`src/rtl/dtpm_pkg.sv`:
```
`default_nettype none
package dtpm_pkg;

    localparam int TICK_WIDTH   = 32;
    localparam int SAMPLE_WIDTH = 10;
    localparam int THR_WIDTH    = 10;
    localparam int HITS_WIDTH   = 8;
    localparam int OUT_WIDTH    = 32;
    localparam int APB_DWIDTH   = 32;
    localparam int APB_AWIDTH   = 3;
    localparam int CMP_WIDTH    = (SAMPLE_WIDTH > THR_WIDTH) ? SAMPLE_WIDTH : THR_WIDTH;

    localparam logic [THR_WIDTH-1:0]  RESET_THRESHOLD = THR_WIDTH'(32'h20);
    localparam logic [HITS_WIDTH-1:0] RESET_HITS      = HITS_WIDTH'(32'd5);

    localparam logic OP_TICK   = 1'b0;
    localparam logic OP_SAMPLE = 1'b1;

    localparam logic REG_THRESHOLD = 1'b0;
    localparam logic REG_HITS      = 1'b1;

    typedef enum logic [2:0] {
        PH_WAIT_FALL = 3'd0,
        PH_DEB_FALL  = 3'd1,
        PH_MARK_FALL = 3'd2,
        PH_WAIT_RISE = 3'd3,
        PH_DEB_RISE  = 3'd4,
        PH_MARK_RISE = 3'd5
    } t_phase;

    typedef struct packed {
        logic [THR_WIDTH-1:0]  threshold;
        logic [HITS_WIDTH-1:0] hit_limit;
    } t_cfg;

    typedef struct packed {
        logic                    vld;
        logic                    opcode;
        logic [SAMPLE_WIDTH-1:0] sample;
    } t_in_stage;

    typedef struct packed {
        logic                 vld;
        logic [OUT_WIDTH-1:0] period_ticks;
        logic [OUT_WIDTH-1:0] high_ticks;
        logic [OUT_WIDTH-1:0] low_ticks;
    } t_result;

    function automatic logic [OUT_WIDTH-1:0] to_out(input logic [TICK_WIDTH-1:0] t);
        logic [TICK_WIDTH+OUT_WIDTH-1:0] w;
        w = {{OUT_WIDTH{1'b0}}, t};
        return w[OUT_WIDTH-1:0];
    endfunction

endpackage
`default_nettype wire

```
`src/rtl/dtpm_cfg.sv`:
```
`default_nettype none
module dtpm_cfg (
    input  wire                                i_clk,
    input  wire                                i_rst_n,
    input  wire                                psel,
    input  wire                                penable,
    input  wire                                pwrite,
    input  wire [dtpm_pkg::APB_AWIDTH-1:0]     paddr,
    input  wire [dtpm_pkg::APB_DWIDTH-1:0]     pwdata,
    output logic [dtpm_pkg::APB_DWIDTH-1:0]    prdata,
    output logic                               pready,
    output dtpm_pkg::t_cfg                     o_cfg
);

    logic [dtpm_pkg::THR_WIDTH-1:0]  r_threshold;
    logic [dtpm_pkg::HITS_WIDTH-1:0] r_hits;
    logic                            w_wr;
    logic                            w_idx;

    assign pready = 1'b1;
    assign w_idx  = paddr[2];
    assign w_wr   = psel & penable & pwrite & pready;

    always_ff @(posedge i_clk) begin
        if (!i_rst_n) begin
            r_threshold <= dtpm_pkg::RESET_THRESHOLD;
            r_hits      <= dtpm_pkg::RESET_HITS;
        end else if (w_wr) begin
            case (w_idx)
                dtpm_pkg::REG_THRESHOLD: r_threshold <= pwdata[dtpm_pkg::THR_WIDTH-1:0];
                dtpm_pkg::REG_HITS:      r_hits      <= pwdata[dtpm_pkg::HITS_WIDTH-1:0];
                default: ;
            endcase
        end
    end

    always_comb begin
        case (w_idx)
            dtpm_pkg::REG_THRESHOLD:
                prdata = dtpm_pkg::APB_DWIDTH'(r_threshold);
            dtpm_pkg::REG_HITS:
                prdata = dtpm_pkg::APB_DWIDTH'(r_hits);
            default:
                prdata = '0;
        endcase
    end

    assign o_cfg.threshold = r_threshold;
    assign o_cfg.hit_limit = r_hits;

endmodule
`default_nettype wire

```
`src/rtl/dtpm_core.sv`:
```
`default_nettype none
module dtpm_core (
    input  wire                   i_clk,
    input  wire                   i_rst_n,
    input  dtpm_pkg::t_cfg        i_cfg,
    input  dtpm_pkg::t_in_stage   i_item,
    input  wire                   i_adv,
    output dtpm_pkg::t_result     o_res
);

    dtpm_pkg::t_phase r_phase, n_phase;
    logic [dtpm_pkg::HITS_WIDTH-1:0] r_low_run, n_low_run;
    logic [dtpm_pkg::HITS_WIDTH-1:0] r_high_run, n_high_run;
    logic [dtpm_pkg::TICK_WIDTH-1:0] r_tick, n_tick;
    logic [dtpm_pkg::TICK_WIDTH-1:0] r_fall_mark, n_fall_mark;
    logic [dtpm_pkg::TICK_WIDTH-1:0] r_rise_mark, n_rise_mark;
    logic [dtpm_pkg::TICK_WIDTH-1:0] r_high_time, n_high_time;
    logic [dtpm_pkg::HITS_WIDTH-1:0] w_low_inc, w_high_inc;
    logic [dtpm_pkg::TICK_WIDTH-1:0] w_low_time, w_period;
    logic                            w_fire, w_below, w_emit;
    dtpm_pkg::t_result               r_res;

    assign w_fire     = i_item.vld & i_adv;
    assign w_below    = dtpm_pkg::CMP_WIDTH'(i_item.sample)
                      < dtpm_pkg::CMP_WIDTH'(i_cfg.threshold);
    assign w_low_inc  = r_low_run + 1'b1;
    assign w_high_inc = r_high_run + 1'b1;
    assign w_low_time = r_tick - r_fall_mark;
    assign w_period   = r_tick - r_rise_mark;

    always_comb begin
        n_phase     = r_phase;
        n_low_run   = r_low_run;
        n_high_run  = r_high_run;
        n_tick      = r_tick;
        n_fall_mark = r_fall_mark;
        n_rise_mark = r_rise_mark;
        n_high_time = r_high_time;
        w_emit      = 1'b0;
        if (w_fire) begin
            if (i_item.opcode == dtpm_pkg::OP_TICK) begin
                n_tick = r_tick + 1'b1;
            end else begin
                case (r_phase)
                    dtpm_pkg::PH_WAIT_FALL: begin
                        if (w_below) begin
                            n_phase    = dtpm_pkg::PH_DEB_FALL;
                            n_low_run  = dtpm_pkg::HITS_WIDTH'(1);
                            n_high_run = '0;
                        end
                    end
                    dtpm_pkg::PH_DEB_FALL: begin
                        if (w_below) begin
                            n_low_run = w_low_inc;
                            if (w_low_inc >= i_cfg.hit_limit) begin
                                n_phase = dtpm_pkg::PH_MARK_FALL;
                            end
                        end else begin
                            n_low_run = '0;
                        end
                    end
                    dtpm_pkg::PH_MARK_FALL: begin
                        n_fall_mark = r_tick;
                        n_high_time = r_tick - r_rise_mark;
                        n_phase     = dtpm_pkg::PH_WAIT_RISE;
                    end
                    dtpm_pkg::PH_WAIT_RISE: begin
                        if (!w_below) begin
                            n_phase    = dtpm_pkg::PH_DEB_RISE;
                            n_low_run  = '0;
                            n_high_run = dtpm_pkg::HITS_WIDTH'(1);
                        end
                    end
                    dtpm_pkg::PH_DEB_RISE: begin
                        if (!w_below) begin
                            n_high_run = w_high_inc;
                            if (w_high_inc >= i_cfg.hit_limit) begin
                                n_phase = dtpm_pkg::PH_MARK_RISE;
                            end
                        end else begin
                            n_high_run = '0;
                        end
                    end
                    dtpm_pkg::PH_MARK_RISE: begin
                        n_rise_mark = r_tick;
                        n_phase     = dtpm_pkg::PH_WAIT_FALL;
                        w_emit      = 1'b1;
                    end
                    default: begin
                        n_phase = dtpm_pkg::PH_WAIT_FALL;
                    end
                endcase
            end
        end
    end

    always_ff @(posedge i_clk) begin
        if (!i_rst_n) begin
            r_phase     <= dtpm_pkg::PH_WAIT_FALL;
            r_low_run   <= '0;
            r_high_run  <= '0;
            r_tick      <= '0;
            r_fall_mark <= '0;
            r_rise_mark <= '0;
            r_high_time <= '0;
        end else begin
            r_phase     <= n_phase;
            r_low_run   <= n_low_run;
            r_high_run  <= n_high_run;
            r_tick      <= n_tick;
            r_fall_mark <= n_fall_mark;
            r_rise_mark <= n_rise_mark;
            r_high_time <= n_high_time;
        end
    end

    always_ff @(posedge i_clk) begin
        if (!i_rst_n) begin
            r_res.vld <= 1'b0;
        end else if (i_adv) begin
            r_res.vld <= w_emit;
        end
    end

    always_ff @(posedge i_clk) begin
        if (i_adv && w_emit) begin
            r_res.period_ticks <= dtpm_pkg::to_out(w_period);
            r_res.high_ticks   <= dtpm_pkg::to_out(r_high_time);
            r_res.low_ticks    <= dtpm_pkg::to_out(w_low_time);
        end
    end

    assign o_res = r_res;

endmodule
`default_nettype wire

```
`src/rtl/debounced_threshold_period_meter.sv`:
```
// Debounced threshold period meter.
// Input channel (i_in_valid / o_in_stall): each transaction is either a
// timebase tick (i_opcode 0) or an ADC sample (i_opcode 1, i_sample).
// Samples below the threshold register count as low; a debounced fall and
// a debounced rise each need hit_limit qualifying samples, and each
// mark takes one further sample that latches the tick counter.
// Output channel (o_out_valid / i_out_stall): one transaction per rise mark
// with period, high time and low time in ticks, wrapping modulo 2^32.
// A result is registered: the sample that causes it passes the input
// register, then the result register.
// Throughput: one transaction per cycle while no result is stalled; each
// item passes the phase update logic combinationally between the input and result registers.
// While the receiver stalls a pending result, the input register still
// takes one more transaction, then o_in_stall rises until the result goes.
// Configuration: APB registers threshold (0x0) and hit_limit (0x4).
// Synchronous reset clears the phase, counters, marks and the valid bits of
// both pipeline registers and restores threshold 0x20 and hit_limit 5.
`default_nettype none
module debounced_threshold_period_meter (
    input  wire                                 i_clk,
    input  wire                                 i_rst_n,
    input  wire                                 i_in_valid,
    output logic                                o_in_stall,
    input  wire                                 i_opcode,
    input  wire [dtpm_pkg::SAMPLE_WIDTH-1:0]    i_sample,
    output logic                                o_out_valid,
    input  wire                                 i_out_stall,
    output logic [dtpm_pkg::OUT_WIDTH-1:0]      o_period_ticks,
    output logic [dtpm_pkg::OUT_WIDTH-1:0]      o_high_ticks,
    output logic [dtpm_pkg::OUT_WIDTH-1:0]      o_low_ticks,
    input  wire                                 psel,
    input  wire                                 penable,
    input  wire                                 pwrite,
    input  wire [dtpm_pkg::APB_AWIDTH-1:0]      paddr,
    input  wire [dtpm_pkg::APB_DWIDTH-1:0]      pwdata,
    output logic [dtpm_pkg::APB_DWIDTH-1:0]     prdata,
    output logic                                pready
);

    dtpm_pkg::t_cfg      w_cfg;
    dtpm_pkg::t_in_stage r_in;
    dtpm_pkg::t_result   w_res;
    logic                w_adv;
    logic                w_acc;

    assign w_adv      = ~w_res.vld | ~i_out_stall;
    assign o_in_stall = r_in.vld & ~w_adv;
    assign w_acc      = i_in_valid & ~o_in_stall;

    always_ff @(posedge i_clk) begin
        if (!i_rst_n) begin
            r_in.vld <= 1'b0;
        end else if (w_acc) begin
            r_in.vld <= 1'b1;
        end else if (w_adv) begin
            r_in.vld <= 1'b0;
        end
    end

    always_ff @(posedge i_clk) begin
        if (w_acc) begin
            r_in.opcode <= i_opcode;
            r_in.sample <= i_sample;
        end
    end

    dtpm_cfg u_cfg (
        .i_clk   (i_clk),
        .i_rst_n (i_rst_n),
        .psel    (psel),
        .penable (penable),
        .pwrite  (pwrite),
        .paddr   (paddr),
        .pwdata  (pwdata),
        .prdata  (prdata),
        .pready  (pready),
        .o_cfg   (w_cfg)
    );

    dtpm_core u_core (
        .i_clk   (i_clk),
        .i_rst_n (i_rst_n),
        .i_cfg   (w_cfg),
        .i_item  (r_in),
        .i_adv   (w_adv),
        .o_res   (w_res)
    );

    assign o_out_valid    = w_res.vld;
    assign o_period_ticks = w_res.period_ticks;
    assign o_high_ticks   = w_res.high_ticks;
    assign o_low_ticks    = w_res.low_ticks;

endmodule
`default_nettype wire
```
`config.mk`:
```
export PLATFORM = sky130hd
export DESIGN_NAME = debounced_threshold_period_meter
export DESIGN_NICKNAME = d
export VERILOG_FILES = /design/src/rtl/dtpm_pkg.sv /design/src/rtl/dtpm_cfg.sv /design/src/rtl/dtpm_core.sv /design/src/rtl/debounced_threshold_period_meter.sv
export SDC_FILE = /design/constraint.sdc
export NUM_CORES = 1
export LEC_CHECK = 0
export BUFFER_PORTS_ARGS = -buffer_cell sky130_fd_sc_hd__buf_4
export CAP_MARGIN = 20
export CORE_ASPECT_RATIO = 1.75
export CORE_MARGIN = 10
export CORE_UTILIZATION = 45
export CTS_BUF_LIST = sky130_fd_sc_hd__clkbuf_8
export CTS_CLUSTER_DIAMETER = 50
export DETAILED_ROUTE_END_ITERATION = 10
export GPL_TIMING_DRIVEN = 0
export REMOVE_ABC_BUFFERS = 1
export SLEW_MARGIN = 20
export SYNTH_ARGS = -nofsm -noshare
export SYNTH_HDL_FRONTEND = slang
export SYNTH_SLANG_ARGS = --single-unit
```
`constraint.sdc`:
```
create_clock -name i_clk -period 14.7 [get_ports i_clk]
set_input_delay 2.94 -clock i_clk [delete_from_list [all_inputs] [get_ports i_clk]]
set_output_delay 2.94 -clock i_clk [all_outputs]
set_load 0.01 [all_outputs]
```
* After elaboration in Yosys (flattened, before gate mapping)
Index checks and enable logic that the tools add are counted.
** Operators by class
- Add/sub/neg operators :: 5
- Reductions and logical operators :: 13
- Equal/unequal tests :: 11
- Multiplexer cells :: 21
- Bitwise gates (word level) :: 12
- Order comparisons :: 3
** Operators with widths (count)
- case mux 32 bit (2 select lines) :: 1
- subtractor 32 bit :: 2
- two-way mux 8 bit :: 6
- case mux 8 bit (3 select lines) :: 2
- adder 32 x 1 -> 32 bit (second input constant) :: 1
- two-way mux 3 bit :: 6
- adder 8 x 1 -> 8 bit (second input constant) :: 2
- greater-or-equal comparator 8 bit :: 2
- case mux 3 bit (5 select lines) :: 1
- < comparator 10 bit :: 1
- AND reduction 5 bit :: 2
- inequality test 2 x 1 -> 1 bit (second input constant) :: 4
- AND reduction 8 bit :: 1
- == test 3 x 2 -> 1 bit (second input constant) :: 2
- == test 3 bit (second input constant) :: 2
- NOT 1 bit :: 6
- AND reduction 2 bit :: 3
- AND reduction 3 bit :: 2
- nonzero test 3 bit :: 2
- AND 1 bit :: 5
- two-way mux 1 bit :: 5
- inequality test 2 bit (second input constant) :: 2
- == test 3 x 1 -> 1 bit (second input constant) :: 1
- logical NOT 3 bit :: 1
- other kinds (3) :: 3
** Word-level totals
- Input bits :: 53
- Logic and storage cells :: 81
- Output and inout port bits :: 131
- Register bits :: 274

* Depth between registers and ports, before layout
- Depth in word-level cells :: 7
- Depth in mapped cells :: 12
- Depth with buffers taken out :: 12

* Hierarchy
From an unflattened synthesis, not the netlist that was laid out.
** Unflattened totals
- Cells, all modules :: 1533
- Area total of the unflattened synthesis :: 14079.8 um2
** Modules (own cells, without submodules)
- dtpm_core :: cells each 1406, instances 1, area an instance 12685.9 um2, sequential area each 5845.6 um2
- dtpm_cfg :: cells each 111, instances 1, area an instance 1014.7 um2, sequential area each 360.3 um2
- debounced_threshold_period_meter :: cells each 16, instances 1, area an instance 379.1 um2, sequential area each 350.3 um2

* Least setup slack after synthesis
Ideal clock, no wire load.
- Kind :: in2reg
- From :: input port i_out_stall
- To :: register u_core.r_res (netlist bit u_core.o_res[0]), enable pin
- Setup slack :: 7546 ps
- Data arrival time :: 6656 ps
- Library setup time :: 498 ps
- Required time :: 14202 ps
- Buffers on the path :: 2
- Cell stages on the path :: 6
- Path through :: nand2_1 -> nand3_1 -> or3_1 -> clkbuf_1 -> inv_1 -> buf_1
** On the way
- Cells in the longest elaborated chain, start to end :: 5
** RTL lines
- start: declaration :: RTL line debounced_threshold_period_meter.sv:27 : input wire i_out_stall,
- NOT 1 bit * :: RTL line debounced_threshold_period_meter.sv:46 : assign w_adv = ~w_res.vld | ~i_out_stall;
- OR 1 bit * :: RTL line debounced_threshold_period_meter.sv:46
- AND 1 bit :: RTL line dtpm_core.sv:23 : assign w_fire = i_item.vld & i_adv;
- two-way mux 1 bit :: RTL line dtpm_core.sv:40 : if (w_fire) begin
- logical AND 1 bit * :: RTL line dtpm_core.sv:126 : if (i_adv && w_emit) begin
- end: declaration :: RTL line dtpm_core.sv:21 : dtpm_pkg::t_result r_res;
Every way passes the cells marked *; elsewhere a longest branch is shown, timed or not.
A chain may end at the register's enable or synchronous reset.

* Worst setup path after layout
- From :: input port paddr[2] (netlist name)
- To :: output port prdata[0] (netlist name)
** On the way
- Cells in the longest elaborated chain, start to end :: 2
** RTL lines
- start: declaration :: RTL line debounced_threshold_period_meter.sv:34 : input wire [dtpm_pkg::APB_AWIDTH-1:0] paddr,
- NOT 1 bit (no line)
- case mux 32 bit (2 select lines) * :: RTL line dtpm_cfg.sv:38 : case (w_idx)
- end: declaration :: RTL line debounced_threshold_period_meter.sv:36 : output logic [dtpm_pkg::APB_DWIDTH-1:0] prdata,
Every way passes the cells marked *; elsewhere a longest branch is shown, timed or not. The select of a mux whose other input is x is not followed.

==> metrics.md <==
| Metric | Value |
|---|---|
| Final wirelength | roughly 34000 um |
| DIE AREA | 0.0388 mm2 |
| DP Worst Slack | around 8000 ps |
| Period utilization | about 45% |
| Synth top cells by count | nand2_1 (284), a21oi_1 (170), dfxtp_1 (167) |
| Unrepaired setup endpoints after global routing | false |
| Worst R2R Start | u_core.r_tick[0] |
| First-pass GRT wire length | 54000 um |
| Synth top area share | a little under a quarter |
| Final worst slack | 8100 ps |
| I/O pins | roughly 180 |
| Synthesized flop and latch total | ~270 |
| Post-layout util | between 50 and 60% |
| Average wire per standard cell | approximately 16 um |
| Max Slew Vio Count | 0 |
| Most common cell in the netlist | nand2_1 |
| Post-synth EDFFs | between 100 and 150 |
| Mapped Area | 0.0140 mm2 |
| Area after DPL | 0.0153 mm2 |
| Tightest Pin Transition | slightly below 900 ps |
| Htree depth | 2 |
| Overflow left after global routing | 0 |
| DR vias | between 10k and 15k |
| Port bufs | 136 |
| All-layer global routing usage | ~17% |
| Synth top area cells | dfxtp_1 (24%), edfxtp_1 (23%), ha_1 (8.1%), nand2_1 (7.6%), a21oi_1 (6.1%) |
| RePlAce Congestion | roughly 0.86 |
| Hold Path Sink | u_core.o_res[56] |
| WHS Path Cells | 0 |
| Die width | approximately 150 um |
| Largest net degree at the start of global routing | 88 |
| Worst reg-to-reg setup slack | 11340 ps |
| Fmax | 152 MHz |
| Power share of the clock group | approximately 44% |
| CP arrival | 3660 ps |
| Post-layout net count | ~1.8k |
| Number of global-route vias before repair | ~11k |
| Tmin final | about 6600 ps |
| Worst-path clk slew | roughly 60 ps |
| Ys flop type | dfxtp_1 |
| Int Pwr | around 1.2 mW |
| Clock sinks | around 270 |
| Finish-stage setup viols | 0 |
| Layout area overhead | 15.3% |
| Normalized max-slew margin | roughly two fifths |
| Outcome | finished clean |
| Worst skew pair latency | 570 ps |
| Cell Rows | 85 |
| Largest fanout on the critical path | 20 |
| CTS tree | built |
| DPL Wire Length | approximately 25000 um |
| Mean Syn Cell Area | ~9.0 um2 |
| Final Hold Viols | 0 |
| DRT Pass-1 Iters | 4 |
| Post-synth top area cell | dfxtp_1 |
| Core Area | just over 0.03 mm2 |
| Post-CTS Setup Inserts | 0 |
| DRC violations left | 0 |
| Die H | 253 um |
| Final ANT Viol Nets | 0 |
| Pwr dens | just over 90 mW/mm2 |
| Sw Ratio | 22.5% |
| Crit path from | paddr[2] |
| Worst hold path type | flop to flop |
| Sw power | ~0.34 mW |
| Hold Startpoint | u_core.r_high_time[24] |
| Flop pwr share | between 50% and 60% |
| Skew final | around 25 ps |
| Worst hold slack | between 400 and 500 ps |
| Num CTS Buffers | 42 |
| Warning count from the yosys run | 0 |
| Hold Buf Count CTS | 0 |
| Gate Count Post-Synth | between 1.5k and 2k |
| Setup CP Type | input pin to primary output |
| Cts repair resizes | 0 |
| Initial antenna violation count | 0 |
| DRT iter0 DRCs | approximately 450 |
| Via density | 5.23 |
| DP Cell Count | between 2k and 2.5k |
| Max-cap violations | 0 |
| Async set or reset register ratio after synthesis | 0% |
| Startpoint Class | input pin |
| Fin area | 0.0161 mm2 |
| Pwr Total | about 1.5 mW |
| CP endpoint kind | primary output |
| Sequential share of the synthesized area | around 47% |
| R2R depth | 12 |
| CP required | roughly 12000 ps |
| Leak | between 6 and 7 nW |
| Number of library cell types mapped by synthesis | between 70 and 80 |
| Logic gate share of total power | under 10% |
| Final std cells w/o fill | ~2.1k |
| Initial core utilization | a little under half |
| Share of layout cells above drive strength 1 | 13.0% |
| Diodes inserted | 0 |
| Clock tree buffer depth | 3 |
| Setup tns final | 0 ps |
| Worst reg2reg path endpoint | u_core.r_high_time[30] |
| Clock root buffer | clkbuf_8 |
| Max VDD drop | between 0.07 and 0.08 mV |
==> layout make-up <==
| class | count | area (um2) |
|---|---|---|
| Clock inverter | 28 | 224 |
| Fill cell | 2865 | 14600 |
| Clock buffer | 46 | 633 |
| Inverter | 98 | 378 |
| Sequential cell | 274 | 6560 |
| Multi-Input combinational cell | 1104 | 6720 |
| Tap cell | 391 | 489 |
| Timing Repair Buffer | 144 | 1120 |
==> worst max path at each step <==
stage                        endpoint  slack (ps)
6_report                    prdata[0]        8100
5_1_grt                     prdata[0]        8080
4_1_cts                     prdata[0]        8100
3_5_place_dp                prdata[0]        8100
3_3_place_gp   u_core.r_high_time[13]        3920
2_1_floorplan  u_core.r_high_time[31]        7020
==> power by group through the flow <==
stage | logic, mW | registers (mW) | clock network (mW)
after global routing | 0.0570 | 0.794 | 0.711
after detailed placement | 0.0511 | 0.810 | 0
after CTS | 0.0514 | 0.793 | 0.679
after global placement | 0.0491 | 0.810 | 0
after floorplan | 0.0299 | 0.809 | 0
final | 0.0509 | 0.794 | 0.661
==> cells in the final DEF, fill, tap and decap left out, types with 5 or more instances in the layout <==
| master | synthesis | layout |
|---|---|---|
| clkbuf_8 | 0 | 46 |
| edfxtp_1 | 107 | 107 |
| nand2b_1 | 10 | 10 |
| a21o_1 | 39 | 39 |
| xnor2_1 | 40 | 40 |
| o21ai_0 | 55 | 55 |
| or3_1 | 11 | 9 |
| o21a_1 | 14 | 14 |
| nand3_1 | 40 | 40 |
| a21oi_1 | 170 | 170 |
| mux2i_1 | 9 | 9 |
| nor3_1 | 14 | 13 |
| a31oi_1 | 9 | 8 |
| o31ai_1 | 5 | 5 |
| and2_1 | 9 | 9 |
| and3_1 | 21 | 21 |
| buf_4 | 23 | 141 |
| a211oi_1 | 7 | 7 |
| inv_1 | 97 | 110 |
| dfxtp_1 | 167 | 167 |
| ha_1 | 90 | 90 |
| conb_1 | 2 | 23 |
| nor2_1 | 88 | 88 |
| xor2_1 | 52 | 52 |
| nand2_1 | 284 | 284 |
| mux2_2 | 5 | 5 |
| nand4_1 | 24 | 24 |
| o21ai_1 | 11 | 11 |
| nor2b_1 | 6 | 5 |
| a211o_1 | 5 | 5 |
==> per-layer routing <==
layer / up-vias / GRT usage (%) / routed length (um)
li1: 5545 / - / -
met1: 5135 / 14.9 / 11800
met2: 176 / 34.8 / 19900
met3: 58 / 3.13 / 1250
met4: 0 / 6.89 / 1160
met5: - / 0 / 0
==> state kept, by name (all words and copies together) (netlist names) <==
name                count
r_in                   12
u_core.r_high_run       8
u_core.r_phase          3
u_core.r_tick          32
u_core.r_high_time     32
u_cfg.r_hits            8
u_core.r_low_run        8
u_cfg.r_threshold      10
u_core.r_fall_mark     32
u_core.o_res           97
u_core.r_rise_mark     32
==> critical path, stage by stage <==
cell    delay, ps
buf_4         200
mux2_2        370
buf_4         150
==> cell families after synthesis <==
logic type      Yosys count  synth area share [%]
simple gates            521                  16.3
compound gates          362                  15.8
flops                   274                  46.9
buf+inv                 190                  5.81
fa+ha+maj                92                  8.34
xor+xnor                 92                  5.76
mux                      14                  1.05
other cells               2                0.0537
No activity file was read; power rests on OpenSTA's default activity.
